### config.mk
export PLATFORM = sky130hd
export DESIGN_NAME = windowed_throughput_estimator_core
export DESIGN_NICKNAME = d
export VERILOG_FILES = /design/src/rtl/wte_pkg.sv /design/src/rtl/wte_serial_div.sv /design/src/rtl/windowed_throughput_estimator_core.sv
export VERILOG_INCLUDE_DIRS = /design/src /design/src/rtl
export SDC_FILE = /design/constraint.sdc
export NUM_CORES = 2
export LEC_CHECK = 0
export ABC_AREA = 0
export BUFFER_PORTS_ARGS = -buffer_cell sky130_fd_sc_hd__buf_4
export CORE_ASPECT_RATIO = 0.75
export CORE_MARGIN = 2
export CORE_UTILIZATION = 46
export CTS_BUF_LIST = sky130_fd_sc_hd__clkbuf_4
export DETAILED_ROUTE_END_ITERATION = 8
export PLACE_DENSITY = 0.65
export REMOVE_ABC_BUFFERS = 1
export SETUP_SLACK_MARGIN = 0.4
export SLEW_MARGIN = 25
export SYNTH_ARGS = -nofsm -noshare
export SYNTH_HDL_FRONTEND = slang
export SYNTH_SLANG_ARGS = --single-unit
### constraint.sdc
create_clock -name clk -period 11.45 [get_ports clk]
set_input_delay 1.145 -clock clk [delete_from_list [all_inputs] [get_ports clk]]
set_output_delay 1.145 -clock clk [all_outputs]
set_load 0.005 [all_outputs]
### src/rtl/windowed_throughput_estimator_core_macros.svh
// ----------------------------------------------------------------------------
// windowed throughput estimator assertion macros
// concurrent assertion wrappers, compiled out with NO_ASSERTIONS
// ----------------------------------------------------------------------------
`ifndef WINDOWED_THROUGHPUT_ESTIMATOR_CORE_MACROS_SVH
`define WINDOWED_THROUGHPUT_ESTIMATOR_CORE_MACROS_SVH

`ifndef NO_ASSERTIONS
// same-cycle implication
`define WTE_ASSERT_IMP(lbl, clk, rst_n, ante, cons, msg) \
	lbl: assert property (@(posedge clk) disable iff (!rst_n) (ante) |-> (cons)) \
		else $error(msg);
// next-cycle implication
`define WTE_ASSERT_NXT(lbl, clk, rst_n, ante, cons, msg) \
	lbl: assert property (@(posedge clk) disable iff (!rst_n) (ante) |=> (cons)) \
		else $error(msg);
`else
`define WTE_ASSERT_IMP(lbl, clk, rst_n, ante, cons, msg)
`define WTE_ASSERT_NXT(lbl, clk, rst_n, ante, cons, msg)
`endif

`endif

### src/rtl/wte_pkg.sv
// ----------------------------------------------------------------------------
// wte_pkg
// shared widths, constants and divider handshake types
// ----------------------------------------------------------------------------
package wte_pkg;

	localparam int TIME_W  = 24;
	localparam int BYTES_W = 32;
	localparam int COUNT_W = 31;
	localparam int STEP_W  = 6;
	localparam int PROD_W  = 56;

	localparam logic [TIME_W-1:0]  WINDOW_RESET    = 24'd8000;
	localparam logic [9:0]         MS_PER_S        = 10'd1000;
	localparam logic [COUNT_W-1:0] RATE_MAX        = 31'h7fff_ffff;
	localparam logic [BYTES_W-1:0] BYTES_MAX       = 32'hffff_ffff;
	localparam logic [STEP_W-1:0]  DIV_STEPS_PART  = 6'd32;
	localparam logic [STEP_W-1:0]  DIV_STEPS_RATE  = 6'd31;

	// item commands
	localparam logic CMD_UPDATE = 1'b0;
	localparam logic CMD_CLEAR  = 1'b1;

	// divider request from the sequencer
	typedef struct packed {
		logic               start;
		logic [TIME_W-1:0]  rem_init;
		logic [BYTES_W-1:0] dvd;
		logic [TIME_W-1:0]  divisor;
		logic [STEP_W-1:0]  steps;
	} wte_div_req_t;

	// divider status back to the sequencer
	typedef struct packed {
		logic               busy;
		logic               done;
		logic [BYTES_W-1:0] quot;
	} wte_div_rsp_t;

endpackage

### src/rtl/wte_serial_div.sv
// ----------------------------------------------------------------------------
// wte_serial_div
// bit-serial restoring divider, one quotient bit per cycle
// ----------------------------------------------------------------------------
`include "windowed_throughput_estimator_core_macros.svh"

module wte_serial_div
	import wte_pkg::*;
(
	input  logic         clk,
	input  logic         arst_n,
	input  wte_div_req_t req,
	output wte_div_rsp_t rsp
);

	logic               busy_q;
	logic               done_q;
	logic [STEP_W-1:0]  cnt_q;
	logic [TIME_W-1:0]  rem_q;
	logic [TIME_W-1:0]  div_q;
	logic [BYTES_W-1:0] dvd_q;
	logic [BYTES_W-1:0] quot_q;

	logic [TIME_W:0]    rem_sh;
	logic [TIME_W:0]    rem_diff;
	logic               rem_ge;

	// shift in the next dividend bit and trial subtract
	assign rem_sh   = {rem_q, dvd_q[BYTES_W-1]};
	assign rem_diff = rem_sh - {1'b0, div_q};
	assign rem_ge   = rem_sh >= {1'b0, div_q};

	// iteration control and datapath shift registers
	always_ff @(posedge clk or negedge arst_n) begin
		if (!arst_n) begin
			busy_q <= 1'b0;
			done_q <= 1'b0;
			cnt_q  <= '0;
		end else begin
			done_q <= 1'b0;
			if (req.start) begin
				busy_q <= 1'b1;
				cnt_q  <= req.steps;
				rem_q  <= req.rem_init;
				div_q  <= req.divisor;
				dvd_q  <= req.dvd;
				quot_q <= '0;
			end else if (busy_q) begin
				rem_q  <= rem_ge ? rem_diff[TIME_W-1:0] : rem_sh[TIME_W-1:0];
				quot_q <= {quot_q[BYTES_W-2:0], rem_ge};
				dvd_q  <= {dvd_q[BYTES_W-2:0], 1'b0};
				cnt_q  <= cnt_q - 1'b1;
				if (cnt_q == STEP_W'(1)) begin
					busy_q <= 1'b0;
					done_q <= 1'b1;
				end
			end
		end
	end

	assign rsp.busy = busy_q;
	assign rsp.done = done_q;
	assign rsp.quot = quot_q;

	// checks
	`WTE_ASSERT_IMP(a_div_start_idle, clk, arst_n, req.start, !busy_q, "divider restarted while busy")
	`WTE_ASSERT_IMP(a_div_rem_bound, clk, arst_n, busy_q, rem_q < div_q, "partial remainder not below divisor")
	`WTE_ASSERT_NXT(a_div_done_idle, clk, arst_n, done_q, !done_q && !busy_q, "done not a single pulse")

endmodule

### src/rtl/windowed_throughput_estimator_core.sv
// ----------------------------------------------------------------------------
// windowed_throughput_estimator_core
// sliding window throughput estimate over a bucketed (time, bytes) history
// ----------------------------------------------------------------------------
// usage:
//   input channel (in_valid/in_stall) carries cmd, byte_count, elapsed_ms and
//   idle_ms; cmd set clears the history and returns a rate of 0.
//   output channel (out_valid/out_stall) returns one rate_bytes_per_s per item.
//   cfg channel (cfg_valid/cfg_ready) writes window_ms; ready only while idle.
// sequence, one item at a time:
//   clear: straight to ST_OUT, then to the output register.
//   update: the rotating walk over all NUM_SAMPLES buckets, a bit-serial divide
//   for the partial bucket (32 steps) when a bucket straddles the window edge,
//   and a bit-serial divide for the rate (31 steps) unless the rate is 0 or
//   saturates.
// reset: history zeroed, window_ms = 8000, no result pending.
// stall: a finished result waits in ST_OUT until the output register is free;
//   the next item can be taken while the last result sits in that register.
// ----------------------------------------------------------------------------
`include "windowed_throughput_estimator_core_macros.svh"

module windowed_throughput_estimator_core
	import wte_pkg::*;
#(
	parameter int NUM_SAMPLES = 8
) (
	input  logic               clk,
	input  logic               arst_n,
	input  logic               in_valid,
	output logic               in_stall,
	input  logic               cmd,
	input  logic [COUNT_W-1:0] byte_count,
	input  logic [TIME_W-1:0]  elapsed_ms,
	input  logic [TIME_W-1:0]  idle_ms,
	output logic               out_valid,
	input  logic               out_stall,
	output logic [COUNT_W-1:0] rate_bytes_per_s,
	input  logic               cfg_valid,
	output logic               cfg_ready,
	input  logic [TIME_W-1:0]  cfg_data
);

	localparam int CW = (NUM_SAMPLES > 1) ? $clog2(NUM_SAMPLES) : 1;

	typedef enum logic [3:0] {
		ST_IDLE,
		ST_UPDATE,
		ST_WALK,
		ST_PMUL,
		ST_PSTART,
		ST_PDIV,
		ST_RMUL,
		ST_RSTART,
		ST_RDIV,
		ST_OUT
	} state_t;

	state_t             state_q;
	logic [TIME_W-1:0]  win_q;
	logic [TIME_W-1:0]  bucket_time_q  [NUM_SAMPLES];
	logic [BYTES_W-1:0] bucket_bytes_q [NUM_SAMPLES];
	logic [COUNT_W-1:0] nbytes_q;
	logic [TIME_W-1:0]  elapsed_q;
	logic [TIME_W-1:0]  idle_q;
	logic [CW-1:0]      cnt_q;
	logic [TIME_W-1:0]  t_q;
	logic [BYTES_W-1:0] bytes_q;
	logic               cross_q;
	logic [TIME_W-1:0]  part_a_q;
	logic [BYTES_W-1:0] part_ds_q;
	logic [TIME_W-1:0]  part_dt_q;
	logic [PROD_W-1:0]  prod_q;
	logic [COUNT_W-1:0] res_q;
	logic               out_valid_q;
	logic [COUNT_W-1:0] out_rate_q;

	logic               in_acc;
	logic               out_free;
	logic [TIME_W:0]    merge_sum;
	logic [TIME_W+1:0]  merge_sum1;
	logic [31:0]        merge_lhs;
	logic               merge_ok;
	logic [BYTES_W:0]   merge_bytes;
	logic [TIME_W:0]    walk_sum;
	logic               walk_act;
	logic               walk_cross;
	logic [BYTES_W:0]   walk_bytes;
	logic [BYTES_W:0]   part_bytes;
	logic               rate_sat;
	wte_div_req_t       div_req;
	wte_div_rsp_t       div_rsp;

	assign in_acc    = in_valid && !in_stall;
	assign in_stall  = (state_q != ST_IDLE);
	assign cfg_ready = (state_q == ST_IDLE);
	assign out_free  = !out_valid_q || !out_stall;

	// merge test: sum < window / N  <=>  (sum + 1) * N <= window
	assign merge_sum   = {1'b0, bucket_time_q[0]} + {1'b0, elapsed_q};
	assign merge_sum1  = {1'b0, merge_sum} + 1'b1;
	assign merge_lhs   = 32'(merge_sum1) * 32'(NUM_SAMPLES);
	assign merge_ok    = merge_lhs <= {8'b0, win_q};
	assign merge_bytes = {1'b0, bucket_bytes_q[0]} + {2'b0, nbytes_q};

	// walk step on the bucket at the head of the rotating history
	assign walk_sum   = {1'b0, t_q} + {1'b0, bucket_time_q[0]};
	assign walk_act   = t_q < win_q;
	assign walk_cross = walk_act && (walk_sum > {1'b0, win_q});
	assign walk_bytes = {1'b0, bytes_q} + {1'b0, bucket_bytes_q[0]};
	assign part_bytes = {1'b0, bytes_q} + {1'b0, div_rsp.quot};

	// quotient of 1000 * bytes / t reaches 2^31 when the top bits cover t
	assign rate_sat = {13'b0, prod_q[41:31]} >= t_q;

	// divider request
	always_comb begin
		div_req.start    = 1'b0;
		div_req.rem_init = prod_q[PROD_W-1:BYTES_W];
		div_req.dvd      = prod_q[BYTES_W-1:0];
		div_req.divisor  = part_dt_q;
		div_req.steps    = DIV_STEPS_PART;
		case (state_q)
			ST_PSTART: begin
				div_req.start = 1'b1;
			end
			ST_RSTART: begin
				div_req.start    = !rate_sat;
				div_req.rem_init = {13'b0, prod_q[41:31]};
				div_req.dvd      = {prod_q[30:0], 1'b0};
				div_req.divisor  = t_q;
				div_req.steps    = DIV_STEPS_RATE;
			end
			default: begin
				div_req.start = 1'b0;
			end
		endcase
	end

	wte_serial_div u_div (
		.clk    (clk),
		.arst_n (arst_n),
		.req    (div_req),
		.rsp    (div_rsp)
	);

	// sequencer, bucket history and output register
	always_ff @(posedge clk or negedge arst_n) begin
		if (!arst_n) begin
			state_q     <= ST_IDLE;
			win_q       <= WINDOW_RESET;
			out_valid_q <= 1'b0;
			cnt_q       <= '0;
			cross_q     <= 1'b0;
			for (int i = 0; i < NUM_SAMPLES; i++) begin
				bucket_time_q[i]  <= '0;
				bucket_bytes_q[i] <= '0;
			end
		end else begin
			// output register: load a finished result, drop it once taken
			if (state_q == ST_OUT && out_free) begin
				out_valid_q <= 1'b1;
				out_rate_q  <= res_q;
			end else if (!out_stall) begin
				out_valid_q <= 1'b0;
			end
			if (cfg_valid && cfg_ready) begin
				win_q <= cfg_data;
			end
			case (state_q)
				ST_IDLE: begin
					if (in_acc) begin
						nbytes_q  <= byte_count;
						elapsed_q <= elapsed_ms;
						idle_q    <= idle_ms;
						if (cmd == CMD_CLEAR) begin
							for (int i = 0; i < NUM_SAMPLES; i++) begin
								bucket_time_q[i]  <= '0;
								bucket_bytes_q[i] <= '0;
							end
							res_q   <= '0;
							state_q <= ST_OUT;
						end else begin
							state_q <= ST_UPDATE;
						end
					end
				end
				ST_UPDATE: begin
					if (merge_ok) begin
						bucket_time_q[0]  <= merge_sum[TIME_W-1:0];
						bucket_bytes_q[0] <= merge_bytes[BYTES_W] ? BYTES_MAX
							: merge_bytes[BYTES_W-1:0];
					end else begin
						for (int i = NUM_SAMPLES - 1; i > 0; i--) begin
							bucket_time_q[i]  <= bucket_time_q[i-1];
							bucket_bytes_q[i] <= bucket_bytes_q[i-1];
						end
						bucket_time_q[0]  <= elapsed_q;
						bucket_bytes_q[0] <= {1'b0, nbytes_q};
					end
					t_q     <= idle_q;
					bytes_q <= '0;
					cross_q <= 1'b0;
					cnt_q   <= '0;
					state_q <= ST_WALK;
				end
				ST_WALK: begin
					if (walk_cross) begin
						part_a_q  <= win_q - t_q;
						part_ds_q <= bucket_bytes_q[0];
						part_dt_q <= bucket_time_q[0];
						cross_q   <= 1'b1;
						t_q       <= win_q;
					end else if (walk_act) begin
						t_q     <= walk_sum[TIME_W-1:0];
						bytes_q <= walk_bytes[BYTES_W] ? BYTES_MAX : walk_bytes[BYTES_W-1:0];
					end
					// rotate so every bucket passes the head once
					for (int i = 0; i < NUM_SAMPLES - 1; i++) begin
						bucket_time_q[i]  <= bucket_time_q[i+1];
						bucket_bytes_q[i] <= bucket_bytes_q[i+1];
					end
					bucket_time_q[NUM_SAMPLES-1]  <= bucket_time_q[0];
					bucket_bytes_q[NUM_SAMPLES-1] <= bucket_bytes_q[0];
					cnt_q <= cnt_q + 1'b1;
					if (cnt_q == CW'(NUM_SAMPLES - 1)) begin
						state_q <= (cross_q || walk_cross) ? ST_PMUL : ST_RMUL;
					end
				end
				ST_PMUL: begin
					prod_q  <= {32'b0, part_a_q} * {24'b0, part_ds_q};
					state_q <= ST_PSTART;
				end
				ST_PSTART: begin
					state_q <= ST_PDIV;
				end
				ST_PDIV: begin
					if (div_rsp.done) begin
						bytes_q <= part_bytes[BYTES_W] ? BYTES_MAX : part_bytes[BYTES_W-1:0];
						state_q <= ST_RMUL;
					end
				end
				ST_RMUL: begin
					if (bytes_q == '0) begin
						res_q   <= '0;
						state_q <= ST_OUT;
					end else if (t_q == '0) begin
						res_q   <= RATE_MAX;
						state_q <= ST_OUT;
					end else begin
						prod_q  <= {14'b0, ({10'b0, bytes_q} * {32'b0, MS_PER_S})};
						state_q <= ST_RSTART;
					end
				end
				ST_RSTART: begin
					if (rate_sat) begin
						res_q   <= RATE_MAX;
						state_q <= ST_OUT;
					end else begin
						state_q <= ST_RDIV;
					end
				end
				ST_RDIV: begin
					if (div_rsp.done) begin
						res_q   <= div_rsp.quot[COUNT_W-1:0];
						state_q <= ST_OUT;
					end
				end
				ST_OUT: begin
					if (out_free) begin
						state_q <= ST_IDLE;
					end
				end
				default: begin
					state_q <= ST_IDLE;
				end
			endcase
		end
	end

	assign out_valid        = out_valid_q;
	assign rate_bytes_per_s = out_rate_q;

	// checks
	`WTE_ASSERT_NXT(a_clear_zeroes, clk, arst_n, in_acc && cmd == CMD_CLEAR, bucket_time_q[0] == '0 && bucket_bytes_q[0] == '0, "clear left history")
	`WTE_ASSERT_IMP(a_cross_fills, clk, arst_n, state_q == ST_RMUL && cross_q, t_q == win_q, "straddling bucket did not fill window")
	`WTE_ASSERT_IMP(a_div_owner, clk, arst_n, div_rsp.busy, state_q == ST_PDIV || state_q == ST_RDIV, "divider busy outside a divide state")

endmodule
Word level (Yosys, flattened, before mapping)
Cells that the tools add are included.
{"block": "totals", "ff_bits": 934, "in_bits": 109, "output_inout_bits": 34, "wordCells": 178}
{"block": "op_classes", "add_sub_neg": 10, "n_mul": 2, "n_lt_le_gt_ge": 5, "n_eq_ne": 27, "mux": 62, "reduce_logical": 33}
{"operator": "$pmux W256 S3", "count": 1}
{"operator": "$pmux W192 S3", "count": 1}
{"operator": "$mux W256", "count": 2}
{"operator": "$mux W192", "count": 2}
{"operator": "$mux W32", "count": 10}
{"operator": "$mux W224", "count": 1}
{"operator": "$mux W31", "count": 6}
{"operator": "$mux W168", "count": 1}
{"operator": "$mux W24", "count": 6}
{"operator": "$pmux W31 S4", "count": 1}
{"operator": "$mux W56", "count": 2}
{"operator": "$pmux W56 S2", "count": 1}
{"operator": "$pmux W32 S3", "count": 1}
{"operator": "$mux W86", "count": 1}
{"operator": "$add A32 B32 Y33", "count": 2}
{"operator": "$mul A24 B32 Y56", "count": 1}
{"operator": "$add A24 B24 Y25", "count": 2}
{"operator": "$pmux W24 S2", "count": 1}
{"operator": "$sub A24 B24 Y24", "count": 2}
{"operator": "$pmux W4 S10", "count": 1}
{"operator": "$mul A32 B7 Y39 const B", "count": 1}
{"operator": "$add A32 B31 Y33", "count": 1}
{"operator": "$logic_not A32 Y1", "count": 1}
{"operator": "$mux W4", "count": 8}
{"operator": "35 further kinds", "count": 83}

Longest topological paths before layout
{"block": "logic_depth", "ltp_word": 7, "mapped_depth": 28, "depth_no_buf": 26}

Modules after synthesis
A second synthesis with hierarchy kept.
{"block": "unflattened", "cells_unflattened": 8262, "area_unflattened_um2": 80772.5}
{"mod": "windowed_throughput_estimator_core", "n_inst": 1, "cells_per_inst": 7715, "area_per_inst_um2": 74246.2, "seq_area_each_um2": 22043.6}
{"mod": "wte_serial_div", "n_inst": 1, "cells_per_inst": 547, "area_per_inst_um2": 6526.3, "seq_area_each_um2": 3563.4}

Worst setup path after synthesis
OpenSTA, ideal clock, no wires.
{"block": "synth_timing", "path_kind": "reg2reg", "startpoint": "reg t_q[0]", "endpoint": "reg part_a_q[0], enable pin", "setup_time_ns": 0.616, "arrival_time_ns": 9.528, "t_required_ns": 10.834, "path_slack_ns": 1.306, "stages_incl_launch_ff": 22, "path_buffers": 1, "synth_period_minus_slack_ns": 10.144, "cell_sequence": "edfxtp_1 > ha_1 > fa_1 > a211oi_1 > o21bai_1 > a21oi_1 > a2bb2oi_1 > a211o_1 > o21ai_0 > o41ai_1 > xnor2_1 > ha_1 > nand2_1 > nor2_1 > nand4_1 > nor2_1 > o31a_1 > o21ai_0 > o311ai_0 > o21ai_1 > clkbuf_1 > nor3_1"}
{"block": "synth_between", "elab_chain_cells": 4, "word_cells_on_any_way": 5, "classes_between": "add/sub: 1; order compare: 2; reduce/logical: 2"}
{"item": "start, declared", "line_no": "windowed_throughput_estimator_core.sv:66", "rtl": "logic [TIME_W-1:0] t_q;"}
{"item": "start signal, assigned", "line_no": "windowed_throughput_estimator_core.sv:200", "rtl": "t_q <= idle_q;"}
{"item": "start signal, assigned", "line_no": "windowed_throughput_estimator_core.sv:212", "rtl": "t_q <= win_q;"}
{"item": "start signal, assigned", "line_no": "windowed_throughput_estimator_core.sv:214", "rtl": "t_q <= walk_sum[TIME_W-1:0];"}
{"item": "$add A24 B24 Y25", "line_no": "windowed_throughput_estimator_core.sv:106", "rtl": "assign walk_sum = {1'b0, t_q} + {1'b0, bucket_time_q[0]};"}
{"item": "$gt A25 B24 Y1", "line_no": "windowed_throughput_estimator_core.sv:108", "rtl": "assign walk_cross = walk_act && (walk_sum > {1'b0, win_q});"}
{"item": "$logic_and A1 B1 Y1 *", "line_no": "windowed_throughput_estimator_core.sv:108"}
{"item": "$reduce_and A3 Y1 (no line) *"}
{"item": "end signal, assigned", "line_no": "windowed_throughput_estimator_core.sv:208", "rtl": "part_a_q <= win_q - t_q;"}
{"item": "end, declared", "line_no": "windowed_throughput_estimator_core.sv:69", "rtl": "logic [TIME_W-1:0] part_a_q;"}
Mark *: on every way between the ends. The rest lies on a longest branch, timed or not.
A chain may end at the register's enable or synchronous reset.

Worst setup path in the final report
{"block": "layout_timing", "startpoint": "reg part_a_q[22]", "endpoint": "reg prod_q[48] (data pin)"}
{"block": "layout_between", "elab_chain_cells": 2}
{"item": "$mul A24 B32 Y56", "line_no": "windowed_throughput_estimator_core.sv:230", "rtl": "prod_q <= {32'b0, part_a_q} * {24'b0, part_ds_q};"}
{"item": "$pmux W56 S2", "line_no": "windowed_throughput_estimator_core.sv:169", "rtl": "case (state_q)"}
{"item": "end signal, assigned", "line_no": "windowed_throughput_estimator_core.sv:230"}
{"item": "end signal, assigned", "line_no": "windowed_throughput_estimator_core.sv:250", "rtl": "prod_q <= {14'b0, ({10'b0, bytes_q} * {32'b0, MS_PER_S})};"}
{"item": "end, declared", "line_no": "windowed_throughput_estimator_core.sv:72", "rtl": "logic [PROD_W-1:0] prod_q;"}
Every way passes these cells.

==> summary.txt <==
Synth
  • Avg Cell Area, Syn: 10.7 sq um
  • Synthesis warning total: 0
  • Cell variety after synth: 95
  • Cell count after synthesis: 7729
  • Mapped Area: 82300 sq um
  • Register area share after synthesis: 31.1%
  • Flop and latch count out of synthesis: 934
  • Ys async rst share: 52.4%
  • Post-synth EDFFs: 445
  • Primary FF master, synth: dfrtp_1

Timing
  • RSZ-0062 raised after global routing: no
  • # setup viols final: 0
  • Final min period: 8.66 ns
  • Fmax: 115 MHz
  • Final Hold Fails: 0
  • Clock skew: 0.133 ns
  • Worst-margin pin slew: 1.15 ns
  • Worst slew margin: 23.3%
  • Slew Limit Fails: 0
  • Fin Setup TNS: 0 ns
  • Final period util: 75.7%

Setup path
  • Critical Path Source: part_a_q[22]$_DFFE_PP_
  • Worst reg2reg endpoint: prod_q[48]$_SDFFCE_PP0P_
  • Worst R2R Setup Slack: 2.79 ns
  • Crit path capture type: register
  • WP data required: 12.33 ns
  • RR Startpoint: part_a_q[22]$_DFFE_PP_
  • CP Class: reg2reg
  • R2R cell count: 22
  • Startpoint class of the critical path: register
  • CP Capture Point: prod_q[48]$_SDFFCE_PP0P_
  • Worst Path Max Fanout: 20
  • Arrival time worst endpoint: 9.54 ns

Floorplan
  • Die ar.: 182000 sq um
  • Die Span Y: 370 um
  • Initial Utilization: 46.3%
  • Ports: 143
  • Row cnt: 134
  • Core ar.: 178000 sq um
  • Die width: 493 um

Route
  • Initial drt markers: 5472
  • Drt pass-1 iters: 6
  • DRC viols: 0
  • Via count: 61500
  • ANT nets after route: 0
  • WL per Instance: 21.5 um
  • Final wirelength: 224000 um
  • Vias per cell: 5.89

Min path
  • Worst hold stages: 2
  • Hold Crit Class: in2reg

Layout
  • Syn-to-layout area delta: 8.77%
  • Share of cells above drive strength 1: 14.6%
  • Fin nets: 9285
  • Most frequent cells in the layout: inv_1 (929), fa_1 (783), nand2_1 (694), ha_1 (535), dfrtp_1 (482)
  • Commonest non-fill, non-tap cell in the layout: inv_1

Outcome
  • Run status: completed

Clocking
  • Post-CTS Setup Inserts: 0
  • Clk sinks: 934
  • Clk pin slew, worst setup/hold paths: 0.07 ns
  • CTS tree: built
  • CTS Buf Count: 284
  • Worst-skew pair later-pin latency: 1.28 ns
  • Root Driver: clkbuf_4
  • CTS Buffer Depth: 4
  • H-tree depth: 5

Global routing
  • Grt ovf: 0
  • Antenna violations before repair: 10
  • Vias in the first global route: 62700
  • Pin count of the biggest net entering global routing: 252
  • All-Layer GR Usage: 24.7%
  • First-pass GRT wire length: 360000 um

Placed design
  • Placed wire-length estimate: 161000 um
  • Final RePlAce weighted congestion: 0.918
  • Count of input and output buffers: 142

Flow run
  • Max-cap check violation count: 0
final cells by class:
| cell class | instances | area (sq um) |
|---|---|---|
| Sequential cell | 934 | 25600 |
| Timing Repair Buffer | 323 | 2880 |
| Clock buffer | 409 | 3070 |
| Fill cell | 15900 | 88300 |
| Clock inverter | 64 | 303 |
| Tap cell | 2380 | 2980 |
| Antenna cell | 11 | 27.5 |
| Inverter | 929 | 3490 |
| Multi-Input combinational cell | 5386 | 51200 |
worst min-delay path by stage:
stage                                      to           startpoint  slack (ns)
2_1_floorplan   rate_bytes_per_s[0]$_DFFE_PP_   res_q[0]$_DFFE_PP_        0.40
3_3_place_gp   rate_bytes_per_s[28]$_DFFE_PP_  res_q[28]$_DFFE_PP_        0.40
3_5_place_dp   rate_bytes_per_s[20]$_DFFE_PP_  res_q[20]$_DFFE_PP_        0.40
4_1_cts                 win_q[20]$_DFFE_PN0P_         cfg_data[20]       0.004
5_1_grt                 win_q[13]$_DFFE_PN0P_         cfg_data[13]        0.01
6_report                win_q[13]$_DFFE_PN0P_         cfg_data[13]         0.1
cell families after synthesis:
logic type               Yosys count  synth area share [%]
flip-flops                       934                  31.1
multiplexers                     100                  1.26
adder cells (fa/ha/maj)         1318                  27.2
buffers and inverters           1409                  6.94
XOR/XNOR                         256                  2.76
AO/OA/AOI/OAI                   1994                  20.7
AND/OR/NAND/NOR                 1718                  10.0
sequential cells by signal, summed over array words and instances, names as in the netlist, 31 cells and up:
name	flops
u_div.quot_q	32
bucket_time_q	192
bytes_q	32
nbytes_q	31
part_ds_q	32
res_q	31
rate_bytes_per_s	31
u_div.dvd_q	32
bucket_bytes_q	256
prod_q	56
worst max-delay path, cell delays in order, from the launching register on:
cell and delay (ns):
edfxtp_1 1.08, buf_4 0.34, nand2_1 0.09, fa_1 0.50, fa_1 0.49, inv_1 0.06, fa_1 0.48, fa_1 0.55
fa_1 0.44, fa_1 0.50, inv_1 0.05, fa_1 0.58, inv_1 0.07, ha_1 0.38, a21oi_1 0.22, o21ai_0 0.22
o311ai_0 0.58, o21ai_0 0.44, a21oi_1 0.52, o21ai_0 0.24, o31ai_1 0.28, xnor2_1 0.15, nor2_1 0.05
through the flow:
stage / std cells / worst slack (ns) / hold WS [ns] / util [%] / instance area (sq um)
floorplan: 7249 / -57.30 / 0.400 / - / 80100
global placement: 9875 / 2.93 / 0.405 / 47.9 / 85200
detailed placement: 9879 / 3.00 / 0.405 / 47.9 / 85300
CTS: 10400 / 2.89 / 0.00414 / 50.2 / 89300
global route: 10400 / 2.49 / 0.0132 / 50.3 / 89500
finish: 10400 / 2.79 / 0.0981 / 50.3 / 89600
routing by layer:
layer,wire length (um),GRT usage (%),part of all wire (%),vias up
li1,-,-,-,27500
met1,104000,37.3,46,31200
met2,96900,36.5,43,2361
met3,17500,4.06,7.8,382
met4,5740,7.08,2.6,2
met5,11,0,0.0049,-
repair_timing:
| item | in CTS | in global routing |
|---|---|---|
| hold buffers | 61 | 0 |
| setup endpoints to repair | 0 | 0 |
| endpoints found under the hold margin | 123 | 0 |
| gates resized for setup | 0 | 0 |
synth_stat cells (11+ instances only):
library cell	count	share of area [%]
a2bb2oi_2	380	6.9
nor4_1	15	0.11
xor2_1	92	0.98
xnor2_1	160	1.7
nand2_1	696	3.2
nor2b_1	39	0.30
o211ai_1	19	0.17
edfxtp_1	445	16
o21a_1	46	0.42
and2_1	391	3.0
buf_4	69	0.63
o22ai_1	16	0.12
buf_6	21	0.29
a31oi_1	24	0.18
a22o_1	11	0.12
a22oi_1	93	0.85
a211oi_1	39	0.36
nor2_1	276	1.3
clkbuf_1	378	1.7
a21oi_1	268	1.6
dfrtp_1	483	15
nand3_1	57	0.35
inv_1	929	4.2
nand2b_1	43	0.33
o21bai_1	39	0.36
nand4_1	42	0.32
a2bb2oi_1	14	0.15
and3_1	43	0.33
o21ai_1	23	0.14
a221oi_1	401	4.3
mux2_2	29	0.40
or2_2	14	0.11
ha_1	535	8.1
a21o_1	162	1.5
nor3_1	57	0.35
o31ai_1	46	0.42
mux2i_1	71	0.86
o21ai_0	297	1.8
fa_1	783	19
Power is left out: the tool's default activity adds up to more than one toggle a clock period on the data nets, which glitch-free logic cannot reach.
